==> src/u8ss_pkg.sv <==
// ----------------------------------------------------------------------------
// u8ss_pkg
// Shared types and constants of the UTF-8 stream sanitizer.
// ----------------------------------------------------------------------------
package u8ss_pkg;

  localparam int COUNT_BITS_DEF = 32;

  localparam logic [1:0] REQ_DATA     = 2'd0;
  localparam logic [1:0] REQ_DATA_EOS = 2'd1;

  localparam logic [7:0] REPL_CHAR = 8'h3F;

  localparam logic [10:0] FLOOR_2B    = 11'h080;
  localparam logic [15:0] FLOOR_3B    = 16'h0800;
  localparam logic [15:0] SURR_LO     = 16'hD800;
  localparam logic [15:0] SURR_HI     = 16'hDFFF;
  localparam logic [20:0] FLOOR_4B    = 21'h010000;
  localparam logic [20:0] MAX_CODEPT  = 21'h10FFFF;

  typedef struct packed {
    logic [1:0] req_type;
    logic [7:0] data_byte;
  } in_item_t;

  typedef struct packed {
    logic [7:0]  out_byte;
    logic        was_replaced;
    logic        last_of_run;
    logic [31:0] invalid_total;
  } out_item_t;

  typedef logic [3:0][7:0] byte_buf_t;

  typedef enum logic [1:0] {
    SCAN_INCOMPLETE,
    SCAN_INVALID,
    SCAN_VALID
  } scan_kind_t;

  typedef struct packed {
    scan_kind_t kind;
    logic [2:0] len;
  } scan_res_t;

  typedef enum logic {
    ST_IDLE,
    ST_RUN
  } state_t;

endpackage

==> src/utf8_stream_sanitizer.sv <==
// ----------------------------------------------------------------------------
// utf8_stream_sanitizer
// Checks a byte stream as UTF-8 and replaces invalid sequences with '?'.
// ----------------------------------------------------------------------------
// One request is taken while the block is idle; the sequencer then resolves
// the buffered bytes one result per cycle, while the output side does not stall,
// through a single sequence scanner, and then closes the run. The next
// request is taken only once the run has closed. Up to three bytes of an
// unfinished sequence are held between requests; results leave through an
// output register so the run continues while one result waits to be taken.
module utf8_stream_sanitizer import u8ss_pkg::*; #(
  parameter int COUNT_BITS = COUNT_BITS_DEF
) (
  input  logic      clk,
  input  logic      rst_n,
  input  logic      in_valid,
  output logic      in_stall,
  input  in_item_t  in_data,
  output logic      out_valid,
  input  logic      out_stall,
  output out_item_t out_data
);

  state_t    state_r, state_nxt;
  byte_buf_t buf_r, buf_nxt;
  logic [2:0] have_r, have_nxt;
  logic       flush_r, flush_nxt;
  logic [1:0] pass_r, pass_nxt;
  logic       pend_v_r, pend_v_nxt;
  out_item_t  pend_r, pend_nxt;
  logic       out_v_r, out_v_nxt;
  out_item_t  out_r, out_nxt;

  scan_res_t             scan;
  logic                  cnt_inc;
  logic [COUNT_BITS-1:0] cnt_nxt;
  logic                  advance;
  logic                  stop;

  u8ss_scan u_scan (
    .buf_i  (buf_r),
    .have_i (have_r),
    .res_o  (scan)
  );

  u8ss_sat_cnt #(.COUNT_BITS(COUNT_BITS)) u_cnt (
    .clk       (clk),
    .rst_n     (rst_n),
    .inc_i     (cnt_inc),
    .cnt_nxt_o (cnt_nxt)
  );

  assign in_stall  = (state_r != ST_IDLE);
  assign out_valid = out_v_r;
  assign out_data  = out_r;

  // pending result may move on when the output register is free
  assign advance = !pend_v_r || !out_v_r || !out_stall;
  assign stop    = (pass_r == 2'd0) &&
                   ((have_r == 3'd0) || ((scan.kind == SCAN_INCOMPLETE) && !flush_r));

  always_comb begin
    state_nxt  = state_r;
    buf_nxt    = buf_r;
    have_nxt   = have_r;
    flush_nxt  = flush_r;
    pass_nxt   = pass_r;
    pend_v_nxt = pend_v_r;
    pend_nxt   = pend_r;
    out_v_nxt  = out_v_r && out_stall;
    out_nxt    = out_r;
    cnt_inc    = 1'b0;

    unique case (state_r)
      ST_IDLE: begin
        if (in_valid) begin
          if ((in_data.req_type == REQ_DATA) || (in_data.req_type == REQ_DATA_EOS)) begin
            buf_nxt[have_r[1:0]] = in_data.data_byte;
            have_nxt             = have_r + 3'd1;
          end
          flush_nxt = (in_data.req_type != REQ_DATA);
          pass_nxt  = 2'd0;
          state_nxt = ST_RUN;
        end
      end
      ST_RUN: begin
        if (advance) begin
          if (pend_v_r) begin
            out_nxt             = pend_r;
            out_nxt.last_of_run = stop;
            out_v_nxt           = 1'b1;
            pend_v_nxt          = 1'b0;
          end
          if (stop) begin
            state_nxt = ST_IDLE;
          end else begin
            pend_v_nxt            = 1'b1;
            pend_nxt.last_of_run  = 1'b0;
            pend_nxt.out_byte     = buf_r[0];
            pend_nxt.was_replaced = 1'b0;
            if (pass_r != 2'd0) begin
              // rest of a sequence already judged valid
              pass_nxt = pass_r - 2'd1;
            end else if (scan.kind == SCAN_VALID) begin
              pass_nxt = 2'(scan.len - 3'd1);
            end else begin
              pend_nxt.out_byte     = REPL_CHAR;
              pend_nxt.was_replaced = 1'b1;
              cnt_inc               = 1'b1;
            end
            pend_nxt.invalid_total = 32'(cnt_nxt);
            buf_nxt[0] = buf_r[1];
            buf_nxt[1] = buf_r[2];
            buf_nxt[2] = buf_r[3];
            have_nxt   = have_r - 3'd1;
          end
        end
      end
      default: begin
        state_nxt = ST_IDLE;
      end
    endcase
  end

  always_ff @(posedge clk) begin
    if (!rst_n) begin
      state_r  <= ST_IDLE;
      have_r   <= 3'd0;
      flush_r  <= 1'b0;
      pass_r   <= 2'd0;
      pend_v_r <= 1'b0;
      out_v_r  <= 1'b0;
    end else begin
      state_r  <= state_nxt;
      have_r   <= have_nxt;
      flush_r  <= flush_nxt;
      pass_r   <= pass_nxt;
      pend_v_r <= pend_v_nxt;
      out_v_r  <= out_v_nxt;
    end
  end

  always_ff @(posedge clk) begin
    buf_r  <= buf_nxt;
    pend_r <= pend_nxt;
    out_r  <= out_nxt;
  end

`ifndef SYNTHESIS
  a_idle_no_pending: assert property (@(posedge clk) disable iff (!rst_n)
    (state_r == ST_IDLE) |-> (!pend_v_r && (have_r <= 3'd3) && (pass_r == 2'd0)))
    else $error("idle with unresolved work");

  a_have_bound: assert property (@(posedge clk) disable iff (!rst_n)
    have_r <= 3'd4)
    else $error("buffer count out of range");

  a_repl_char: assert property (@(posedge clk) disable iff (!rst_n)
    (out_v_r && out_r.was_replaced) |-> (out_r.out_byte == REPL_CHAR))
    else $error("replacement result without replacement byte");

  a_pass_no_repl: assert property (@(posedge clk) disable iff (!rst_n)
    (state_r == ST_RUN && advance && pass_r != 2'd0) |=> !cnt_inc || pass_r == 2'd0 ||
    !pend_v_r || !pend_r.was_replaced)
    else $error("replacement inside a valid sequence");
`endif

endmodule

==> src/u8ss_scan.sv <==
// ----------------------------------------------------------------------------
// u8ss_scan
// Classifies the sequence at the front of the byte buffer: valid with its
// length, invalid, or still incomplete.
// ----------------------------------------------------------------------------
module u8ss_scan import u8ss_pkg::*; (
  input  byte_buf_t  buf_i,
  input  logic [2:0] have_i,
  output scan_res_t  res_o
);

  logic [2:0]  need;
  logic        bad_lead;
  logic        cont_ok;
  logic        range_bad;
  logic [10:0] v2;
  logic [15:0] v3;
  logic [20:0] v4;

  assign v2 = {buf_i[0][4:0], buf_i[1][5:0]};
  assign v3 = {buf_i[0][3:0], buf_i[1][5:0], buf_i[2][5:0]};
  assign v4 = {buf_i[0][2:0], buf_i[1][5:0], buf_i[2][5:0], buf_i[3][5:0]};

  always_comb begin
    need      = 3'd1;
    bad_lead  = 1'b0;
    cont_ok   = 1'b1;
    range_bad = 1'b0;
    if (!buf_i[0][7]) begin
      need = 3'd1;
    end else if (buf_i[0][7:5] == 3'b110) begin
      need      = 3'd2;
      cont_ok   = (buf_i[1][7:6] == 2'b10);
      range_bad = (v2 < FLOOR_2B);
    end else if (buf_i[0][7:4] == 4'b1110) begin
      need      = 3'd3;
      cont_ok   = (buf_i[1][7:6] == 2'b10) && (buf_i[2][7:6] == 2'b10);
      range_bad = (v3 < FLOOR_3B) || ((v3 >= SURR_LO) && (v3 <= SURR_HI));
    end else if (buf_i[0][7:3] == 5'b11110) begin
      need      = 3'd4;
      cont_ok   = (buf_i[1][7:6] == 2'b10) && (buf_i[2][7:6] == 2'b10) &&
                  (buf_i[3][7:6] == 2'b10);
      range_bad = (v4 < FLOOR_4B) || (v4 > MAX_CODEPT);
    end else begin
      bad_lead = 1'b1;
    end

    res_o.len = need;
    if (have_i == 3'd0) begin
      res_o.kind = SCAN_INCOMPLETE;
    end else if (bad_lead) begin
      res_o.kind = SCAN_INVALID;
    end else if (have_i < need) begin
      res_o.kind = SCAN_INCOMPLETE;
    end else if (!cont_ok || range_bad) begin
      res_o.kind = SCAN_INVALID;
    end else begin
      res_o.kind = SCAN_VALID;
    end
  end

endmodule

==> src/u8ss_sat_cnt.sv <==
// ----------------------------------------------------------------------------
// u8ss_sat_cnt
// Saturating replacement counter; gives the value after this cycle's step.
// ----------------------------------------------------------------------------
module u8ss_sat_cnt import u8ss_pkg::*; #(
  parameter int COUNT_BITS = COUNT_BITS_DEF
) (
  input  logic                  clk,
  input  logic                  rst_n,
  input  logic                  inc_i,
  output logic [COUNT_BITS-1:0] cnt_nxt_o
);

  logic [COUNT_BITS-1:0] cnt_r;

  assign cnt_nxt_o = (inc_i && !(&cnt_r)) ? cnt_r + {{(COUNT_BITS-1){1'b0}}, 1'b1} : cnt_r;

  always_ff @(posedge clk) begin
    if (!rst_n) begin
      cnt_r <= '0;
    end else begin
      cnt_r <= cnt_nxt_o;
    end
  end

endmodule
==> config.mk <==
export PLATFORM = sky130hd
export DESIGN_NAME = utf8_stream_sanitizer
export DESIGN_NICKNAME = d
export VERILOG_FILES = /design/src/u8ss_pkg.sv /design/src/utf8_stream_sanitizer.sv /design/src/u8ss_scan.sv /design/src/u8ss_sat_cnt.sv
export SDC_FILE = /design/constraint.sdc
export NUM_CORES = 1
export LEC_CHECK = 0
export ABC_CLOCK_PERIOD_IN_PS = 9300
export BUFFER_PORTS_ARGS = -buffer_cell sky130_fd_sc_hd__buf_4
export CORE_MARGIN = 3
export CORE_UTILIZATION = 45
export CTS_CLUSTER_SIZE = 16
export DETAILED_ROUTE_END_ITERATION = 8
export HOLD_SLACK_MARGIN = 0.12
export PLACE_DENSITY_LB_ADDON = 0.2
export SETUP_SLACK_MARGIN = 0.2
export SYNTH_ARGS = -nofsm -noshare
export SYNTH_HDL_FRONTEND = slang
export SYNTH_SLANG_ARGS = --single-unit
export TNS_END_PERCENT = 10
==> constraint.sdc <==
create_clock -name clk -period 9.3 [get_ports clk]
set_input_delay 1.86 -clock clk [delete_from_list [all_inputs] [get_ports clk]]
set_output_delay 1.86 -clock clk [all_outputs]
set_load 0.01 [all_outputs]
==> results of run 1 <==
## cell usage in the layout, fill, tap and decap left out, types with 5 or more instances in the layout
cell type  Yosys  final
mux2i_1       25     25
dfxtp_1       41     41
xnor2_1       13     13
nand2_1       78     78
xor2_1        19     19
clkbuf_16      0     17
nand3_1       20     20
nand4_1        8      8
nor3_2         5      5
edfxtp_1     115    115
nor4_1         8      8
clkinv_1       1      5
or4_1          7      7
inv_1          9      8
and2_1        11     11
buf_4          0     62
and3_1        11     11
a21oi_1       29     28
o21a_1         5      5
nand2b_1      28     28
nor2_1        18     18
o21ai_0        7      7
## metal layers
layer	vias up	global-route usage
met5	-	0
met4	0	0.0593
met3	22	0.0489
met2	93	0.242
met1	1967	0.204
li1	2048	-
## critical path, stage by stage
cell	delay, ns
buf_4	0.13
nand3_1	0.07
nand2_1	0.07
o21bai_1	0.15
buf_4	0.22
clkinv_1	0.06
buf_4	0.49
nand2_1	0.48
nor2_1	0.31
mux2_2	0.36
## Yosys cell counts (8+ instances only)
cell,number,share of area
nand4_1,8,0.0076
inv_1,9,0.0051
nand3_1,20,0.015
and3_1,11,0.010
nor4_1,8,0.0076
mux2i_1,25,0.038
nand2b_1,28,0.027
xnor2_1,13,0.017
a21oi_1,29,0.022
xor2_1,19,0.025
edfxtp_1,115,0.52
dfxtp_1,41,0.12
nand2_1,78,0.044
nor2_1,18,0.010
clkbuf_1,17,0.0097
and2_1,11,0.010
## power by group
part / internal (mW) / switching (mW)
logic: 0.0470 / 0.0960
registers: 0.798 / 0.0187
clock network: 0.391 / 0.262
## final cells by class
| cell class | instances | area (sq um) | area share |
|---|---|---|---|
| Timing Repair Buffer | 62 | 465 | 0.0600 |
| Inverter | 11 | 41.3 | 0.00532 |
| Sequential cell | 156 | 4270 | 0.551 |
| Clock buffer | 19 | 433 | 0.0558 |
| Clock inverter | 13 | 126 | 0.0163 |
| Multi-Input combinational cell | 341 | 2190 | 0.282 |
| Tap cell | 180 | 225 | 0.0290 |
## cells by family after synthesis
| family | Yosys count | share of synthesized area |
|---|---|---|
| AO/OA/AOI/OAI | 61 | 0.0579 |
| XOR/XNOR | 32 | 0.0425 |
| adder cells (fa/ha/maj) | 4 | 0.00874 |
| buffers and inverters | 32 | 0.0207 |
| flip-flops | 156 | 0.649 |
| multiplexers | 26 | 0.0397 |
| AND/OR/NAND/NOR | 218 | 0.182 |
## per-stage QoR
| stage | area, sq um | total power [mW] | hold slack, ns | cells | worst slack [ns] |
|---|---|---|---|---|---|
| 6_report | 7750 | 1.61 | 0.418 | 782 | 5.22 |
| 4_1_cts | 7750 | 1.63 | 0.419 | 782 | 5.19 |
| 3_3_place_gp | 7200 | 0.968 | 0.403 | 750 | 4.85 |
| 3_5_place_dp | 7200 | 0.974 | 0.405 | 750 | 4.78 |
| 2_1_floorplan | 6590 | 0.928 | 0.400 | 529 | 4.90 |
| 5_1_grt | 7750 | 1.68 | 0.422 | 782 | 5.03 |
## sequential cells by signal, summed over array words and instances (netlist names)
signal,count
buf_r,32
in_stall,1
flush_r,1
pend_v_r,1
have_r,3
u_cnt.cnt_r,32
out_data,42
pass_r,2
out_valid,1
pend_r,41
## final timing paths
path,depth (start not counted),from,end,slack [ns]
worst max-delay path,10,out_stall,pend_r[1],5.22
worst min register to register,0,pend_r[19],out_data[19],0.42
worst min-delay path,0,pend_r[19],out_data[19],0.42
worst max register to register,13,buf_r[7],pend_r[1],5.33
==> impl_metrics.ini, run 1 <==
[status]
status = finished, final reports clean

[place]
port_buffers = 57
post-dp-hpwl_um = 7780
place_congestion = 0.809

[floorplan]
io_pins = 58
initial_core_util = 0.467
core_sq_um = 14100
die_h_um = 127
rows = 43
fp.dieW_um = 127
die_area_sq_um = 16100

[finish]
num-nets-final = 607
post-route-util = 0.550
fillerInstances = 1209
diodes = 0
area_growth_pct = 17.7
drive_gt1_frac = 0.179

[detailed_routing]
via_per_inst = 5.28
top_layer = met4
met1Wirelength_um = 5450
vias = 4130
wl_um = 11700
first_pass_iters = 4
wl_met2_um = 5380
dr_wl_met3_um = 598
remaining_drc_errors = 0
ant_nets = 0
drtIter0Drc = 188
wire_per_inst_um = 14.9

[synthesis]
ys.warnings.count = 0
synth-edff-count = 115
dominantRegCellSynth = edfxtp_1
ys_ff_latch = 156
synthArstFlopShare = 0
syn_area_per_cell_sq_um = 12.5
yosysSeqAreaShare = 0.649
syn_nets = 547
syn-instance-count = 529
synth_cell_types = 53
synth_area_sq_um = 6590

[critical_path]
worstPathRequired_ns = 9.47
crit_fanout = 47
arrival_ns = 4.25
end_kind = register
worst-setup-path-type = in -> reg
cp-start-kind = primary input

[flow_run]
max-cap-violations = 0

[clocking]
clk_pin_slew_ns = 0.06
cts_resized = 0
insertion_delay_ns = 0.42
numCtsBuffers = 17
cts_root_buf = clkbuf_16
postCtsHoldBufs = 0
clock-sinks = 156
cts_setup_buffers = 0
cts_tree = yes
ctsLongestPathBuffers = 2
htreeDepth = 4

[sta]
finalSetupTns_ns = 0
hold_viol_final = 0
rsz0062_at_grt = false
fmax_mhz = 245
setup_viol = 0
tightest_slew_ns = 0.684
report.final.slew_viol_count = 0
period_needed_ns = 4.08
slew_headroom = 0.544
fin_crit_sh = 0.438
fin_skew_ns = 0.00747

[grt]
antenna_found_initial = 0
grt_pass1_wl_um = 19800
grt_usage = 0.155
grt_max_degree = 65
grt_pass1_vias = 4032
grt_overflow = 0

[power]
vdd_ir_drop_max_mv = 0.102
power.leakage_nw = 2.76
p_per_area_nw_per_um2 = 208

[hold_path]
hold_class = reg -> reg
Power figures use the tool's default switching activity.
==> inputs of run 2 (changes only) <==
--- a/config.mk
+++ b/config.mk
@@ -5,7 +5,8 @@
 export SDC_FILE = /design/constraint.sdc
 export NUM_CORES = 1
 export LEC_CHECK = 0
-export ABC_CLOCK_PERIOD_IN_PS = 9300
+export ABC_AREA = 1
+export ABC_CLOCK_PERIOD_IN_PS = 3400
 export BUFFER_PORTS_ARGS = -buffer_cell sky130_fd_sc_hd__buf_4
 export CORE_MARGIN = 3
 export CORE_UTILIZATION = 45
==> constraint.sdc (replaced) <==
create_clock -name clk -period 3.4 [get_ports clk]
set_input_delay 0.68 -clock clk [delete_from_list [all_inputs] [get_ports clk]]
set_output_delay 0.68 -clock clk [all_outputs]
set_load 0.01 [all_outputs]
==> run 2 against run 1 <==
Against the previous run:
- die area grew 3.8%
- clock-buffer cell count grew 4
- non-clock buffer count grew 3
- setup slack lost 4.7 ns
- cell area grew 5.2%
- sequential share of layout area shrank 2.7 points
- global-route usage grew 2.1 points
- sequential cell count is the same
- largest power group unchanged
- critical endpoint unchanged
- largest cell class unchanged
- clock skew shrank 0.00089 ns
==> impl_metrics.ini, run 2 <==
[finish]
fillerInstances = 1245
seqCellArea_sq_um = 4270
largest_register_ffs = 42
multi_input_area_sq_um = 2190
final_common_cell = nand2_1
final_cells = 956
num-nets-final = 777
mostFrequentLayoutCells = nand2_1, edfxtp_1, inv_1
drive_gt1_frac = 0.148
area_growth_pct = 19.0
post-route-util = 0.555
diodes = 0

[detailed_routing]
vias = 4884
remaining_drc_errors = 0
ant_nets = 0
first_pass_iters = 5
wire_per_inst_um = 14.8
drtIter0Drc = 338
via_per_inst = 5.11
wl_um = 14100

[sta]
period_needed_ns = 2.91
finalSetupTns_ns = 0
holdWs_ns = 0.415
rsz0062_at_grt = true
report.final.slew_viol_count = 0
slew_headroom = 0.590
setup_viol = 0
fin_skew_ns = 0.00659
fmax_mhz = 344
tightest_slew_ns = 0.613
hold_viol_final = 0
fin_crit_sh = 0.855

[synthesis]
synth_area_leaders = edfxtp_1, dfxtp_1, nand2_1, inv_1, a21oi_1
synthTopCellsByCount = nand2_1, edfxtp_1, inv_1
ys.warnings.count = 0
ys_ff_latch = 156
synth-edff-count = 115
syn_area_per_cell_sq_um = 9.85
yosysSeqAreaShare = 0.623
synth_most_common_cell = nand2_1
synth_area_leader_cell = edfxtp_1
syn-instance-count = 696
dominantRegCellSynth = edfxtp_1
synth.top_cell.area_share = 0.504
synth_cell_types = 30
synthArstFlopShare = 0
synth_area_sq_um = 6860
syn_nets = 714

[status]
status = finished, final reports clean

[critical_path]
cp-start-kind = register
arrival_ns = 3.07
worst-setup-path-type = reg -> reg
worstPathRequired_ns = 3.56
end_kind = register
crit_fanout = 32
reg2reg_slack_ns = 0.49

[floorplan]
rows = 44
die_area_sq_um = 16800
die_h_um = 129
initial_core_util = 0.466
io_pins = 58
core_sq_um = 14700
fp.dieW_um = 129

[clocking]
cts_root_buf = clkbuf_16
clock-sinks = 156
insertion_delay_ns = 0.42
numCtsBuffers = 17
htreeDepth = 4
clk_pin_slew_ns = 0.06
cts_setup_buffers = 0
ctsLongestPathBuffers = 2
cts_tree = yes

[place]
place_inst = 924
post-dp-hpwl_um = 9920
place_congestion = 0.888
port_buffers = 57

[power]
p_per_area_nw_per_um2 = 636
vdd_ir_drop_max_mv = 0.383
p_total_mw = 5.19
power.leakage_nw = 3.37

[grt]
grt_max_degree = 40
antenna_found_initial = 0
grt_pass1_wl_um = 22900
grt_usage = 0.176
grt_pass1_vias = 4651
grt_overflow = 0

[flow_run]
max-cap-violations = 0

[hold_path]
hold_class = reg -> reg
## run 2: cell count changes after synthesis, sizes merged, moves of 25 or more
cell | before | now
inv | 10 | 80
mux2i | 25 | 0
nand2 | 78 | 202
nand2b | 28 | 0
nand4 | 8 | 38
nor2 | 18 | 49
## run 2: critical path, cell delays in order, from the launching register on
cell      delay, ns
edfxtp_1       0.41
inv_1          0.09
nand2_1        0.06
nor3_2         0.19
inv_2          0.08
ha_1           0.30
nand3_1        0.10
nand2_1        0.07
nand2_1        0.05
nand2_1        0.05
nand2_1        0.09
nand2_1        0.22
nand4_4        0.44
o21ai_0        0.41
inv_1          0.07
## run 2: logic make-up after synthesis
| kind of cell | Yosys count | synth area share |
|---|---|---|
| fa+ha+maj | 4 | 0.00840 |
| xor+xnor | 31 | 0.0396 |
| simple gates | 339 | 0.221 |
| compound gates | 64 | 0.0471 |
| buf+inv | 102 | 0.0602 |
| flops | 156 | 0.623 |
## run 2: worst paths after layout
path | startpoint | to | cells after the start
hold / removal | pend_r[7] | out_data[7] | 0
hold reg to reg | pend_r[7] | out_data[7] | 0
setup / recovery | buf_r[3] | pend_r[1] | 14
setup reg to reg | buf_r[3] | pend_r[1] | 14
## run 2: per-layer routing
layer / part of all wire / vias up / global-route usage
met5: 0 / - / 0
met3: 0.060 / 10 / 0.0449
li1: - / 2449 / -
met1: 0.48 / 2281 / 0.257
met2: 0.45 / 144 / 0.260
met4: 0.0088 / 0 / 0.0532
## run 2: final cells by class
class / count / area share
sequential: 156 / 0.524
multi-input combinational: 438 / 0.268
clock buffer: 23 / 0.0601
timing repair buffer: 65 / 0.0598
inverter: 81 / 0.0373
tap: 184 / 0.0282
clock inverter: 9 / 0.0224
## run 2: what timing repair did
item | CTS | global route
setup endpoints to repair | 0 | 17
gates resized for setup | 0 | 0
hold buffers | 0 | 0
## run 2: power by group
group	switching [mW]	internal, mW
Combinational	0.534	0.202
Clock	0.731	1.40
Sequential	0.0630	2.27
## run 2: per-stage QoR
stage	cell area (sq um)	setup WS [ns]
CTS	8160	0.494
finish	8160	0.493
global route	8160	0.180
detailed placement	7480	0.508
global placement	7480	0.619
floorplan	6860	0.860
==> inputs of run 3 (changes only) <==
--- a/config.mk
+++ b/config.mk
@@ -5,11 +5,10 @@
 export SDC_FILE = /design/constraint.sdc
 export NUM_CORES = 1
 export LEC_CHECK = 0
-export ABC_AREA = 1
 export ABC_CLOCK_PERIOD_IN_PS = 3400
 export BUFFER_PORTS_ARGS = -buffer_cell sky130_fd_sc_hd__buf_4
 export CORE_MARGIN = 3
-export CORE_UTILIZATION = 45
+export CORE_UTILIZATION = 50
 export CTS_CLUSTER_SIZE = 16
 export DETAILED_ROUTE_END_ITERATION = 8
 export HOLD_SLACK_MARGIN = 0.12
==> run 3 against run 2 <==
Against the previous run:
- critical path depth is 5 lower
- largest cell class unchanged
- largest power group unchanged
- sequential share of layout area grew 1.5 points
- core utilization grew 6.6 points
- non-clock buffer count is 5 higher
==> impl_metrics.ini, run 3 (synthesis results as in run 1) <==
[grt]
antenna_found_initial = 0
grt_usage = 0.175
grt_pass1_wl_um = 19500
grt_pass1_vias = 4012
grt_max_degree = 65
grt_overflow = 0

[critical_path]
max_stage_delay_ns = 0.59
worstPathRequired_ns = 3.57
r2r_end = pend_r[23]
reg2reg_slack_ns = 0.22
cp-start-kind = register
end_kind = register
cp_num_cells = 9
crit_family = simple AND/OR/NAND/NOR gates
slowest_stage = or4_1
reg2reg_depth = 9
reg2reg_from = buf_r[7]
cp_common_cell = or3_1
worstPathCellList = nand2_1 > or3_1 > ha_1 > or3_1 > o21ai_0 > o21ai_2 > and2_4 > or4_1 > xnor2_1
crit_buf_inv = 0
arrival_ns = 3.35
crit_fanout = 14
worst-setup-path-type = reg -> reg

[sta]
tightest_slew_ns = 0.700
finalSetupTns_ns = 0
hold_viol_final = 0
period_needed_ns = 3.18
fin_crit_sh = 0.935
setup_viol = 0
report.final.slew_viol_count = 0
rsz0062_at_grt = true
slew_headroom = 0.534
fin_skew_ns = 0.0124
fmax_mhz = 314

[detailed_routing]
ant_nets = 0
remaining_drc_errors = 0
first_pass_iters = 5
vias = 4212
wire_per_inst_um = 15.4
drtIter0Drc = 299
wl_um = 12100
via_per_inst = 5.38

[clocking]
postCtsHoldBufs = 0
ctsLongestPathBuffers = 2
numCtsBuffers = 17
clk_pin_slew_ns = 0.06
cts_root_buf = clkbuf_16
cts_tree = yes
insertion_delay_ns = 0.43
clock-sinks = 156
htreeDepth = 4

[floorplan]
core_sq_um = 12800
die_h_um = 121
rows = 41
die_area_sq_um = 14600
initial_core_util = 0.516
fp.dieW_um = 121
io_pins = 58

[status]
status = finished, final reports clean

[power]
p_per_area_nw_per_um2 = 587
sequentialPowerShare = 0.479
power.leakage_nw = 2.84
power_switching_share = 0.227
combPwrFrac = 0.094
p_sw_mw = 1.06
clkPwrFrac = 0.427
vdd_ir_drop_max_mv = 0.340
power.internal_mw = 3.60

[finish]
fillerInstances = 993
area_growth_pct = 20.4
final_cells = 783
num-nets-final = 616
mostFrequentLayoutCells = edfxtp_1, nand2_1, buf_4
largest_register_ffs = 42
diodes = 0
final_common_cell = edfxtp_1
drive_gt1_frac = 0.205

[place]
place_inst = 745
post-dp-hpwl_um = 7970
port_buffers = 57
place_congestion = 0.864

[hold_path]
hold_class = reg -> reg
holdPathStages = 0
min_from = pend_r[34]
whs_endpoint = out_data[34]

[flow_run]
max-cap-violations = 0
[run 3: cell count changes in the layout (fill, tap and decap cells not counted), sizes merged, moves of 9 or more]
cell    delta
mux2i     +25
and2      +12
or4        +9
a21oi     -21
nor2      -31
nand2b    +28
and3      +11
nor3      -17
nand2    -124
inv       -72
nand4     -30
[run 3: worst max path at each step]
stage,startpoint,end,slack (ns)
after floorplan,buf_r[7],pend_r[1],0.06
after global placement,buf_r[7],pend_r[25],0.31
after detailed placement,buf_r[7],pend_r[23],0.16
after CTS,buf_r[7],pend_r[23],0.24
after global routing,buf_r[7],pend_r[23],0.12
final,buf_r[7],pend_r[23],0.22
[run 3: final cells by class]
type	count	area, sq um	share of cell area
Clock inverter	11	168	0.0211
Clock buffer	21	460	0.0580
Sequential cell	156	4270	0.539
Inverter	11	45.0	0.00568
Timing Repair Buffer	70	542	0.0683
Tap cell	172	215	0.0271
Multi-Input combinational cell	342	2230	0.281
[run 3: metrics by stage]
stage / area (sq um) / util / hold slack (ns) / setup WS (ns) / power, mW
floorplan: 6630 / - / 0.400 / 0.0592 / 2.55
global placement: 7230 / 0.566 / 0.401 / 0.306 / 2.66
detailed placement: 7230 / 0.566 / 0.405 / 0.163 / 2.68
CTS: 7870 / 0.616 / 0.415 / 0.238 / 4.68
global route: 7930 / 0.621 / 0.420 / 0.117 / 4.84
finish: 7930 / 0.621 / 0.417 / 0.220 / 4.66
[run 3: worst register-to-register path, cell delays in order (launching register included)]
cell and delay, ns:
edfxtp_1 0.45, nand2_1 0.13, or3_1 0.38, ha_1 0.20
or3_1 0.35, o21ai_0 0.23, o21ai_2 0.17, and2_4 0.27
or4_1 0.59, xnor2_1 0.16
[run 3: power by group through the flow]
stage	sequential [mW]	combinational [mW]	clock (mW)
floorplan	2.27	0.284	0
global placement	2.27	0.396	0
detailed placement	2.27	0.413	0
CTS	2.23	0.419	2.03
global route	2.24	0.483	2.11
finish	2.23	0.437	1.99
[run 3: what timing repair did]
item	4_1_cts	5_1_grt
endpoints found under the hold margin	0	0
buffers inserted	0	5
setup endpoints to repair	4	44
gates cloned	1	0
gates resized for setup	0	4
pin swaps	1	2
[run 3: metal layers]
metal  GRT usage  vias up  share of wire
met1       0.210     2043           0.43
met5           0        -              0
met4      0.0751        0          0.016
met2       0.292       87           0.51
li1            -     2065              -
met3      0.0519       17          0.041
